--- config.mk ---
export PLATFORM = sky130hd
export DESIGN_NAME = sorted_key_table_unit
export DESIGN_NICKNAME = d
export VERILOG_FILES = /design/src/sv/skt_pkg.sv /design/src/sv/skt_cmp.sv /design/src/sv/skt_mem.sv /design/src/sv/skt_seq.sv /design/src/sv/sorted_key_table_unit.sv
export VERILOG_INCLUDE_DIRS = /design/src /design/src/sv
export SDC_FILE = /design/constraint.sdc
export NUM_CORES = 1
export LEC_CHECK = 0
export ABC_AREA = 1
export ABC_CLOCK_PERIOD_IN_PS = 8300
export BUFFER_PORTS_ARGS = -buffer_cell sky130_fd_sc_hd__clkbuf_2
export CAP_MARGIN = 20
export CORE_MARGIN = 1.5
export CORE_UTILIZATION = 50
export DETAILED_ROUTE_END_ITERATION = 12
export GPL_ROUTABILITY_DRIVEN = 1
export PLACE_DENSITY = 0.66
export SLEW_MARGIN = 20
export SYNTH_ARGS = -nofsm -noshare
export SYNTH_HDL_FRONTEND = slang
export SYNTH_SLANG_ARGS = --single-unit
export TNS_END_PERCENT = 10
--- constraint.sdc ---
create_clock -name clk -period 8.3 [get_ports clk]
set_input_delay 1.66 -clock clk [delete_from_list [all_inputs] [get_ports clk]]
set_output_delay 1.66 -clock clk [all_outputs]
set_load 0.05 [all_outputs]
--- src/sv/sorted_key_table_unit_defines.svh ---
// Assertion macros used by the sorted key table sequencer.
// Depends on nothing; modules that assert must have clk and rst_n in scope.
`ifndef SORTED_KEY_TABLE_UNIT_DEFINES_SVH
`define SORTED_KEY_TABLE_UNIT_DEFINES_SVH
`ifndef SYNTHESIS
`define SKT_ASSERT_ALWAYS(label, cond) \
    label: assert property (@(posedge clk) disable iff (!rst_n) (cond)) \
        else $error("sorted key table check failed");
`define SKT_ASSERT_IMPL(label, ante, cons) \
    label: assert property (@(posedge clk) disable iff (!rst_n) (ante) |-> (cons)) \
        else $error("sorted key table check failed");
`define SKT_ASSERT_NEXT(label, ante, cons) \
    label: assert property (@(posedge clk) disable iff (!rst_n) (ante) |=> (cons)) \
        else $error("sorted key table check failed");
`else
`define SKT_ASSERT_ALWAYS(label, cond)
`define SKT_ASSERT_IMPL(label, ante, cons)
`define SKT_ASSERT_NEXT(label, ante, cons)
`endif
`endif

--- src/sv/skt_pkg.sv ---
// Types and constants of the sorted key table.
// Depends on nothing; used by every module of the block.
package skt_pkg;

    localparam int TableDepth = 32;
    localparam int AddrW      = 5;
    localparam int CountW     = 6;
    localparam int KeyW       = 32;

    // Operation kinds.
    localparam logic [1:0] KindInsert = 2'd0;
    localparam logic [1:0] KindDelKey = 2'd1;
    localparam logic [1:0] KindDelIdx = 2'd2;
    localparam logic [1:0] KindLookup = 2'd3;

    // Result status codes.
    localparam logic [2:0] StInserted = 3'd0;
    localparam logic [2:0] StPresent  = 3'd1;
    localparam logic [2:0] StFull     = 3'd2;
    localparam logic [2:0] StDeleted  = 3'd3;
    localparam logic [2:0] StNotFound = 3'd4;
    localparam logic [2:0] StBadIndex = 3'd5;
    localparam logic [2:0] StFound    = 3'd6;

    // Configuration register indexes.
    localparam logic CfgCapacity = 1'b0;
    localparam logic CfgAllowDup = 1'b1;

    typedef struct packed {
        logic [1:0]              kind;
        logic signed [KeyW-1:0]  key;
        logic [AddrW-1:0]        index;
    } req_t;

    typedef struct packed {
        logic [2:0]        status;
        logic [CountW-1:0] position;
        logic [CountW-1:0] entry_count;
    } rsp_t;

    // Outcome of one key comparison.
    typedef struct packed {
        logic lt;
        logic eq;
        logic gt;
    } cmp_t;

    // Settings seen by the sequencer; cap is already limited to the depth.
    typedef struct packed {
        logic [CountW-1:0] cap;
        logic              dup;
    } cfg_t;

    // Finished result offered by the sequencer.
    typedef struct packed {
        logic valid;
        rsp_t rsp;
    } seq_res_t;

endpackage

--- src/sv/skt_cmp.sv ---
// Shared signed key comparator of the sorted key table.
// Depends on skt_pkg.
module skt_cmp (
    input  logic signed [skt_pkg::KeyW-1:0] key_a,
    input  logic signed [skt_pkg::KeyW-1:0] key_b,
    output skt_pkg::cmp_t                   result
);
    import skt_pkg::*;

    // Three-way signed compare of the search key against a stored key.
    always_comb
    begin
        result.lt = key_a < key_b;
        result.eq = key_a == key_b;
        result.gt = key_a > key_b;
    end

endmodule

--- src/sv/skt_mem.sv ---
// Key store of the sorted key table: one write port, one registered read port.
// Depends on skt_pkg.
module skt_mem (
    input  logic                     clk,
    input  logic                     we,
    input  logic [skt_pkg::AddrW-1:0] waddr,
    input  logic [skt_pkg::KeyW-1:0]  wdata,
    input  logic [skt_pkg::AddrW-1:0] raddr,
    output logic [skt_pkg::KeyW-1:0]  rdata_reg
);
    import skt_pkg::*;

    logic [KeyW-1:0] mem [TableDepth];

    // Write port.
    always_ff @(posedge clk)
    begin
        if (we)
        begin
            mem[waddr] <= wdata;
        end
    end

    // Registered read port.
    always_ff @(posedge clk)
    begin
        rdata_reg <= mem[raddr];
    end

endmodule

--- src/sv/skt_seq.sv ---
// Sequencer of the sorted key table: binary search, shift sweeps, key count.
// Depends on skt_pkg, skt_cmp, skt_mem and the assertion macro header.
`include "sorted_key_table_unit_defines.svh"
module skt_seq (
    input  logic              clk,
    input  logic              rst_n,
    input  logic              req_valid,
    output logic              req_ready,
    input  skt_pkg::req_t     req,
    input  skt_pkg::cfg_t     cfg,
    output skt_pkg::seq_res_t res,
    input  logic              res_take
);
    import skt_pkg::*;

    localparam logic [3:0] S_IDLE   = 4'd0;
    localparam logic [3:0] S_HI     = 4'd1;
    localparam logic [3:0] S_LO     = 4'd2;
    localparam logic [3:0] S_CHK    = 4'd3;
    localparam logic [3:0] S_MID    = 4'd4;
    localparam logic [3:0] S_DECIDE = 4'd5;
    localparam logic [3:0] S_UP     = 4'd6;
    localparam logic [3:0] S_PUT    = 4'd7;
    localparam logic [3:0] S_DN     = 4'd8;
    localparam logic [3:0] S_FIN    = 4'd9;

    logic [3:0]              state_reg, state_next;
    logic [1:0]              kind_reg, kind_next;
    logic signed [KeyW-1:0]  key_reg, key_next;
    logic [AddrW-1:0]        lo_reg, lo_next;
    logic [AddrW-1:0]        hi_reg, hi_next;
    logic                    eqhi_reg, eqhi_next;
    logic                    found_reg, found_next;
    logic [CountW-1:0]       where_reg, where_next;
    logic [CountW-1:0]       count_reg, count_next;
    logic [CountW-1:0]       cur_reg, cur_next;
    logic [AddrW-1:0]        dst_reg, dst_next;
    logic                    pend_reg, pend_next;
    logic [2:0]              status_reg, status_next;
    logic [CountW-1:0]       pos_reg, pos_next;

    logic                    mem_we;
    logic [AddrW-1:0]        mem_waddr;
    logic [KeyW-1:0]         mem_wdata;
    logic [AddrW-1:0]        mem_raddr;
    logic [KeyW-1:0]         mem_rdata;
    cmp_t                    cmp;

    logic [CountW-1:0]       mid_sum;
    logic [AddrW-1:0]        mid;
    logic [CountW-1:0]       cnt_m1;
    logic [CountW-1:0]       cur_m1;
    logic [CountW-1:0]       hi_p1;

    skt_mem u_mem (
        .clk       (clk),
        .we        (mem_we),
        .waddr     (mem_waddr),
        .wdata     (mem_wdata),
        .raddr     (mem_raddr),
        .rdata_reg (mem_rdata)
    );

    skt_cmp u_cmp (
        .key_a  (key_reg),
        .key_b  ($signed(mem_rdata)),
        .result (cmp)
    );

    // Small arithmetic helpers around the search window.
    assign mid_sum = {1'b0, lo_reg} + {1'b0, hi_reg};
    assign mid     = mid_sum[CountW-1:1];
    assign cnt_m1  = count_reg - CountW'(1);
    assign cur_m1  = cur_reg - CountW'(1);
    assign hi_p1   = {1'b0, hi_reg} + CountW'(1);

    assign req_ready       = (state_reg == S_IDLE);
    assign res.valid       = (state_reg == S_FIN);
    assign res.rsp.status      = status_reg;
    assign res.rsp.position    = pos_reg;
    assign res.rsp.entry_count = count_reg;

    // Next-state and datapath control.
    always_comb
    begin
        state_next  = state_reg;
        kind_next   = kind_reg;
        key_next    = key_reg;
        lo_next     = lo_reg;
        hi_next     = hi_reg;
        eqhi_next   = eqhi_reg;
        found_next  = found_reg;
        where_next  = where_reg;
        count_next  = count_reg;
        cur_next    = cur_reg;
        dst_next    = dst_reg;
        pend_next   = pend_reg;
        status_next = status_reg;
        pos_next    = pos_reg;
        mem_we      = 1'b0;
        mem_waddr   = dst_reg;
        mem_wdata   = mem_rdata;
        mem_raddr   = hi_reg;

        unique case (state_reg)
            S_IDLE:
            begin
                if (req_valid)
                begin
                    kind_next = req.kind;
                    key_next  = req.key;
                    if (req.kind == KindDelIdx)
                    begin
                        pos_next = {1'b0, req.index};
                        if ({1'b0, req.index} >= count_reg)
                        begin
                            status_next = StBadIndex;
                            state_next  = S_FIN;
                        end
                        else
                        begin
                            status_next = StDeleted;
                            cur_next    = {1'b0, req.index} + CountW'(1);
                            pend_next   = 1'b0;
                            state_next  = S_DN;
                        end
                    end
                    else if (count_reg == '0)
                    begin
                        found_next = 1'b0;
                        where_next = '0;
                        state_next = S_DECIDE;
                    end
                    else
                    begin
                        lo_next    = '0;
                        hi_next    = cnt_m1[AddrW-1:0];
                        state_next = S_HI;
                    end
                end
            end

            S_HI:
            begin
                mem_raddr  = hi_reg;
                state_next = S_LO;
            end

            // Upper end of the window is on the read port.
            S_LO:
            begin
                mem_raddr = lo_reg;
                if (cmp.gt)
                begin
                    found_next = 1'b0;
                    where_next = hi_p1;
                    state_next = S_DECIDE;
                end
                else
                begin
                    eqhi_next  = cmp.eq;
                    state_next = S_CHK;
                end
            end

            // Lower end of the window is on the read port.
            S_CHK:
            begin
                mem_raddr = mid;
                priority if (cmp.lt)
                begin
                    found_next = 1'b0;
                    where_next = {1'b0, lo_reg};
                    state_next = S_DECIDE;
                end
                else if (cmp.eq)
                begin
                    found_next = 1'b1;
                    where_next = {1'b0, lo_reg};
                    state_next = S_DECIDE;
                end
                else if (eqhi_reg)
                begin
                    found_next = 1'b1;
                    where_next = {1'b0, hi_reg};
                    state_next = S_DECIDE;
                end
                else if (lo_reg >= hi_reg)
                begin
                    found_next = 1'b0;
                    where_next = count_reg;
                    state_next = S_DECIDE;
                end
                else
                begin
                    state_next = S_MID;
                end
            end

            // Midpoint is on the read port: hit or halve the window.
            S_MID:
            begin
                priority if (cmp.eq)
                begin
                    found_next = 1'b1;
                    where_next = {1'b0, mid};
                    state_next = S_DECIDE;
                end
                else if (cmp.lt)
                begin
                    hi_next    = (mid != '0) ? mid - AddrW'(1) : mid;
                    state_next = S_HI;
                end
                else
                begin
                    lo_next    = mid + AddrW'(1);
                    state_next = S_HI;
                end
            end

            S_DECIDE:
            begin
                pos_next = where_reg;
                unique case (kind_reg)
                    KindInsert:
                    begin
                        if (found_reg && !cfg.dup)
                        begin
                            status_next = StPresent;
                            state_next  = S_FIN;
                        end
                        else if (count_reg >= cfg.cap)
                        begin
                            status_next = StFull;
                            pos_next    = '0;
                            state_next  = S_FIN;
                        end
                        else
                        begin
                            status_next = found_reg ? StPresent : StInserted;
                            cur_next    = count_reg;
                            pend_next   = 1'b0;
                            state_next  = S_UP;
                        end
                    end
                    KindDelKey:
                    begin
                        if (found_reg)
                        begin
                            status_next = StDeleted;
                            cur_next    = where_reg + CountW'(1);
                            pend_next   = 1'b0;
                            state_next  = S_DN;
                        end
                        else
                        begin
                            status_next = StNotFound;
                            state_next  = S_FIN;
                        end
                    end
                    KindLookup:
                    begin
                        status_next = found_reg ? StFound : StNotFound;
                        state_next  = S_FIN;
                    end
                    KindDelIdx:
                    begin
                        state_next = S_FIN;
                    end
                endcase
            end

            // Move keys up one slot, from the top down to the insert slot.
            S_UP:
            begin
                mem_we = pend_reg;
                if (cur_reg > where_reg)
                begin
                    mem_raddr = cur_m1[AddrW-1:0];
                    dst_next  = cur_reg[AddrW-1:0];
                    cur_next  = cur_m1;
                    pend_next = 1'b1;
                end
                else
                begin
                    pend_next  = 1'b0;
                    state_next = S_PUT;
                end
            end

            S_PUT:
            begin
                mem_we     = 1'b1;
                mem_waddr  = where_reg[AddrW-1:0];
                mem_wdata  = key_reg;
                count_next = count_reg + CountW'(1);
                state_next = S_FIN;
            end

            // Move keys above the freed slot down one slot.
            S_DN:
            begin
                mem_we = pend_reg;
                if (cur_reg < count_reg)
                begin
                    mem_raddr = cur_reg[AddrW-1:0];
                    dst_next  = cur_m1[AddrW-1:0];
                    cur_next  = cur_reg + CountW'(1);
                    pend_next = 1'b1;
                end
                else
                begin
                    pend_next  = 1'b0;
                    count_next = cnt_m1;
                    state_next = S_FIN;
                end
            end

            S_FIN:
            begin
                if (res_take)
                begin
                    state_next = S_IDLE;
                end
            end

            default:
            begin
                state_next = S_IDLE;
            end
        endcase
    end

    // Control registers.
    always_ff @(posedge clk or negedge rst_n)
    begin
        if (!rst_n)
        begin
            state_reg <= S_IDLE;
            count_reg <= '0;
            pend_reg  <= 1'b0;
        end
        else
        begin
            state_reg <= state_next;
            count_reg <= count_next;
            pend_reg  <= pend_next;
        end
    end

    // Working registers of the current word.
    always_ff @(posedge clk)
    begin
        kind_reg   <= kind_next;
        key_reg    <= key_next;
        lo_reg     <= lo_next;
        hi_reg     <= hi_next;
        eqhi_reg   <= eqhi_next;
        found_reg  <= found_next;
        where_reg  <= where_next;
        cur_reg    <= cur_next;
        dst_reg    <= dst_next;
        status_reg <= status_next;
        pos_reg    <= pos_next;
    end

    `SKT_ASSERT_ALWAYS(a_count_bound, count_reg <= CountW'(TableDepth))
    `SKT_ASSERT_IMPL(a_no_write_idle, state_reg == S_IDLE, !mem_we)
    `SKT_ASSERT_IMPL(a_mid_window, state_reg == S_MID, lo_reg < hi_reg)
    `SKT_ASSERT_NEXT(a_busy_after_accept, req_valid && req_ready, !req_ready)
    `SKT_ASSERT_NEXT(a_count_step, 1'b1, (count_reg == $past(count_reg)) || (count_reg == $past(count_reg) + CountW'(1)) || (count_reg == $past(count_reg) - CountW'(1)))

endmodule

--- src/sv/sorted_key_table_unit.sv ---
// Top level of the sorted key table: configuration registers and result register.
// Depends on skt_pkg and skt_seq.
//
//   channel   direction  handshake              payload
//   cfg       in         cfg_valid/cfg_ready    cfg_index, cfg_data
//   req       in         req_valid/req_ready    req (kind, key, index)
//   rsp       out        rsp_valid/rsp_ready    rsp (status, position, entry_count)
//
// A search round reads the upper end, the lower end and the midpoint of the window through
// the single read port of the key memory into one comparator. An insert moves the keys from
// the insert position up one slot and then writes the new key; a delete moves the keys above
// the freed slot down one slot. Reset clears the key count; stored keys are never read before
// written. A finished word waits in the result register; a stalled rsp side holds the
// sequencer only when a second result is ready.
module sorted_key_table_unit (
    input  logic                      clk,
    input  logic                      rst_n,
    input  logic                      cfg_valid,
    output logic                      cfg_ready,
    input  logic                      cfg_index,
    input  logic [skt_pkg::CountW-1:0] cfg_data,
    input  logic                      req_valid,
    output logic                      req_ready,
    input  skt_pkg::req_t             req,
    output logic                      rsp_valid,
    input  logic                      rsp_ready,
    output skt_pkg::rsp_t             rsp
);
    import skt_pkg::*;

    logic [CountW-1:0] cap_reg;
    logic              dup_reg;
    logic              rsp_valid_reg;
    rsp_t              rsp_reg;
    cfg_t              cfg;
    seq_res_t          res;
    logic              res_take;

    assign cfg_ready = 1'b1;

    // Configuration writes.
    always_ff @(posedge clk or negedge rst_n)
    begin
        if (!rst_n)
        begin
            cap_reg <= CountW'(TableDepth);
            dup_reg <= 1'b0;
        end
        else if (cfg_valid)
        begin
            unique case (cfg_index)
                CfgCapacity: cap_reg <= cfg_data;
                CfgAllowDup: dup_reg <= cfg_data[0];
            endcase
        end
    end

    // Capacity limited to the table depth.
    assign cfg.cap = (cap_reg > CountW'(TableDepth)) ? CountW'(TableDepth) : cap_reg;
    assign cfg.dup = dup_reg;

    skt_seq u_seq (
        .clk       (clk),
        .rst_n     (rst_n),
        .req_valid (req_valid),
        .req_ready (req_ready),
        .req       (req),
        .cfg       (cfg),
        .res       (res),
        .res_take  (res_take)
    );

    // Result register between the sequencer and the rsp channel.
    assign res_take = !rsp_valid_reg || rsp_ready;

    always_ff @(posedge clk or negedge rst_n)
    begin
        if (!rst_n)
        begin
            rsp_valid_reg <= 1'b0;
        end
        else if (res_take)
        begin
            rsp_valid_reg <= res.valid;
        end
    end

    always_ff @(posedge clk)
    begin
        if (res_take && res.valid)
        begin
            rsp_reg <= res.rsp;
        end
    end

    assign rsp_valid = rsp_valid_reg;
    assign rsp       = rsp_reg;

endmodule
==> metrics.md <==
| Metric | Value |
|---|---|
| Setup ws final | 3.270 ns |
| Drt first pass iters | 8 |
| Die area | approximately 110000 µm² |
| Reg2Reg Depth | 18 |
| CTS buffer count | about 120 |
| Die Height | 327.6 µm |
| Pleak | between 0.02 and 0.025 µW |
| CTS hold repair buffers | 0 |
| CP arrival | 5.61 ns |
| Min-delay src | u_seq.status_reg[2] |
| DPL Wire Length | between 70000 and 80000 µm |
| Num rows | 118 |
| Post_cts resized | 0 |
| Most frequent cells in the layout | nand2_1, nand3_1, edfxtp_1 |
| Worst Max-Slew Pin Slew | ~1.2 ns |
| FMAX | 198.8 MHz |
| FFs w/ async S/R, synth | 1.635% |
| Most common cell after layout, fill and taps aside | nand2_1 |
| CTS H-tree lvls | 3 |
| CP startpoint | u_seq.cur_reg[4] |
| GRT Util Overall | a little over a quarter |
| Worst ir drop on vdd | about 0.00048 V |
| Worst slack, placed | approximately 3.4 ns |
| Grt ovf | 0 |
| ANT nets after route | 0 |
| DRC | 0 |
| IO buf count | 67 |
| Dominant synthesized flop cell | edfxtp_1 |
| MaxCap Viol Count | 0 |
| Worst hold path type | reg2reg |
| Final hold violation count | 0 |
| Number of antenna diodes | 0 |
| Worst-skew pair later-pin latency | slightly above 0.7 ns |
| Syn Nets | about 5200 |
| Worst-path fanout max | 86 |
| Seq cells post-synth | between 1000 and 1500 |
| Ys Warns | 0 |
| Area delta synth->final | 10.85% |
| Slew Viols, Final | 0 |
| Routed WL per cell | roughly 23 µm |
| Slowest library cell on the worst path | buf_4 |
| Pwr dens | 415.4 nW/µm² |
| Clk buf depth | 3 |
| Setup TNS | 0 ns |
| Critical path's most frequent cell | nand2_1 |
| Post-synth EDFFs | between 1000 and 1500 |
| Largest net degree at the start of global routing | approximately 200 |
| Slew Limit Headroom | roughly a fifth |
| Endpoint class of the critical path | flip-flop |
| Fin crit period | ~5 ns |
| Cell count after synthesis | around 5100 |
| Layout cells sized above 1 | slightly above 8% |
| Iter 0 DRT Violations | roughly 4600 |
| Type of the worst setup path | reg2reg |
| Total Wirelength | 148200 µm |
| Slowest stage delay, CP | ~0.83 ns |
| Instance count on the critical path | 18 |
| Initial antenna violation count | 3 |
| Via-per-instance ratio | roughly 5.7 |
| Via count | ~37000 |
| Unrepaired setup endpoints after global routing | false |
| IO Count | between 60 and 70 |
| Worst r2r src | u_seq.cur_reg[4] |
| Leading area contributor after synthesis | edfxtp_1 |
| Final Setup Violations | 0 |
| Clock root cell | clkbuf_16 |
| Crit path buf inv count | 2 |
| Top cells by area, synth | edfxtp_1, nand3_1, nand2_1 |
| Seq/Total Area, Yosys | between 60 and 70% |
| Die width | around 330 µm |
| Fin nets | ~5200 |
| Max reg flops | 1024 |
| Run status | completed |
| Synth top area share | between 60% and 70% |
| Vias in the first global route | 34870 |
| Synthesized area | about 53000 µm² |
| Worst Hold Depth | 0 |
| Clock Skews | 0.03158 ns |
| Clk sink count | ~1200 |
| First-pass GRT wire length | roughly 220000 µm |
| Cell Chain, Critical Path | ha_1, nand2_1, nor2_1, nand2_1, nand3_1, nand2_1, nand2_1, nand3_1, nand2_8, buf_4, buf_4, nand3_1, nand3_1, nand3_1, nand3_1, nand2_1, nand2_1, nand2_1 |
| CP delay by family, top | simple AND/OR/NAND/NOR gates |
| CTS tree | built |
| Clock transition at the registers of the reported paths | about 0.06 ns |
| Setup Fix Bufs, Post-CTS | 0 |
| CP Data Required Time | between 8 and 9 ns |
| CP startpoint kind | flip-flop |
| Core Box Area | ~100000 µm² |
| Syn avg cell area | roughly 10 µm² |
| Fin crit share | 60.60% |
| Routability Congestion | approximately 0.94 |
| Post-synth cell types | 52 |
| Initial core utilization | a little over 50% |
==> Yosys cell counts, types with 13 or more instances <==
cell type,count
a21oi_1,40
buf_1,74
buf_2,116
buf_4,26
clkbuf_1,68
dfrtp_1,18
dfxtp_1,32
edfxtp_1,1111
ha_1,76
inv_1,693
nand2_1,1191
nand3_1,1136
nand3b_1,162
nor2_1,97
o21ai_0,87
xor2_1,13
==> logic make-up after synthesis <==
kind of cell,synth area share [%]
flip-flops,65.45
XOR/XNOR,0.2826
multiplexers,0.08549
other,0.007118
adder cells (fa/ha/maj),1.843
AO/OA/AOI/OAI,1.914
buffers and inverters,7.522
AND/OR/NAND/NOR,22.90
==> power breakdown <==
| part | switching [µW] | total [µW] | internal [µW] | leakage, µW |
|---|---|---|---|---|
| clock | 2230 | 5230 | 3000 | 0.00185 |
| sequential | 246 | 7870 | 7630 | 0.0106 |
| combinational | 8170 | 11200 | 2990 | 0.0114 |
| total | 10600 | 24300 | 13600 | 0.0238 |
==> worst paths after layout <==
kind / end / slack, ns
max: u_seq.u_mem.rdata_reg[29] / 3.27
min: rsp[14] / 0.42
max reg2reg: u_seq.u_mem.rdata_reg[29] / 3.27
min reg2reg: rsp[14] / 0.42
max in group asynchronous: cap_reg[0] / 6.95
min in group asynchronous: u_seq.pend_reg / 0.95
==> cell type report <==
cell class	count	area (µm²)
clock buffers	156	3188
clock inverters	65	575.6
fillers	8627	45540
inverters	701	2638
multi-input cells	2909	14780
flip-flops and latches	1162	34480
well taps	1380	1727
repair buffers	148	1010
==> per-layer routing <==
layer  vias up  track usage [%]  share of wire [%]
li1      17070                -                  -
met1     17780            37.57                 40
met2      1910            43.81                 47
met3       302            5.187                 11
met4         4            9.954                3.2
met5         -                0              0.015
==> per-stage QoR <==
stage          total power [µW]  hold slack [ns]  cells  instance area [µm²]  util, %
2_1_floorplan             15710           0.4003   5058                52680        -
3_3_place_gp              18790           0.4070   6299                54500    52.44
3_5_place_dp              18950           0.4063   6300                54540    52.47
4_1_cts                   24150           0.4200   6521                58300    56.09
5_1_grt                   25680           0.4235   6521                58400    56.18
6_report                  24260           0.4179   6521                58400    56.18
Power figures use the tool's default switching activity.
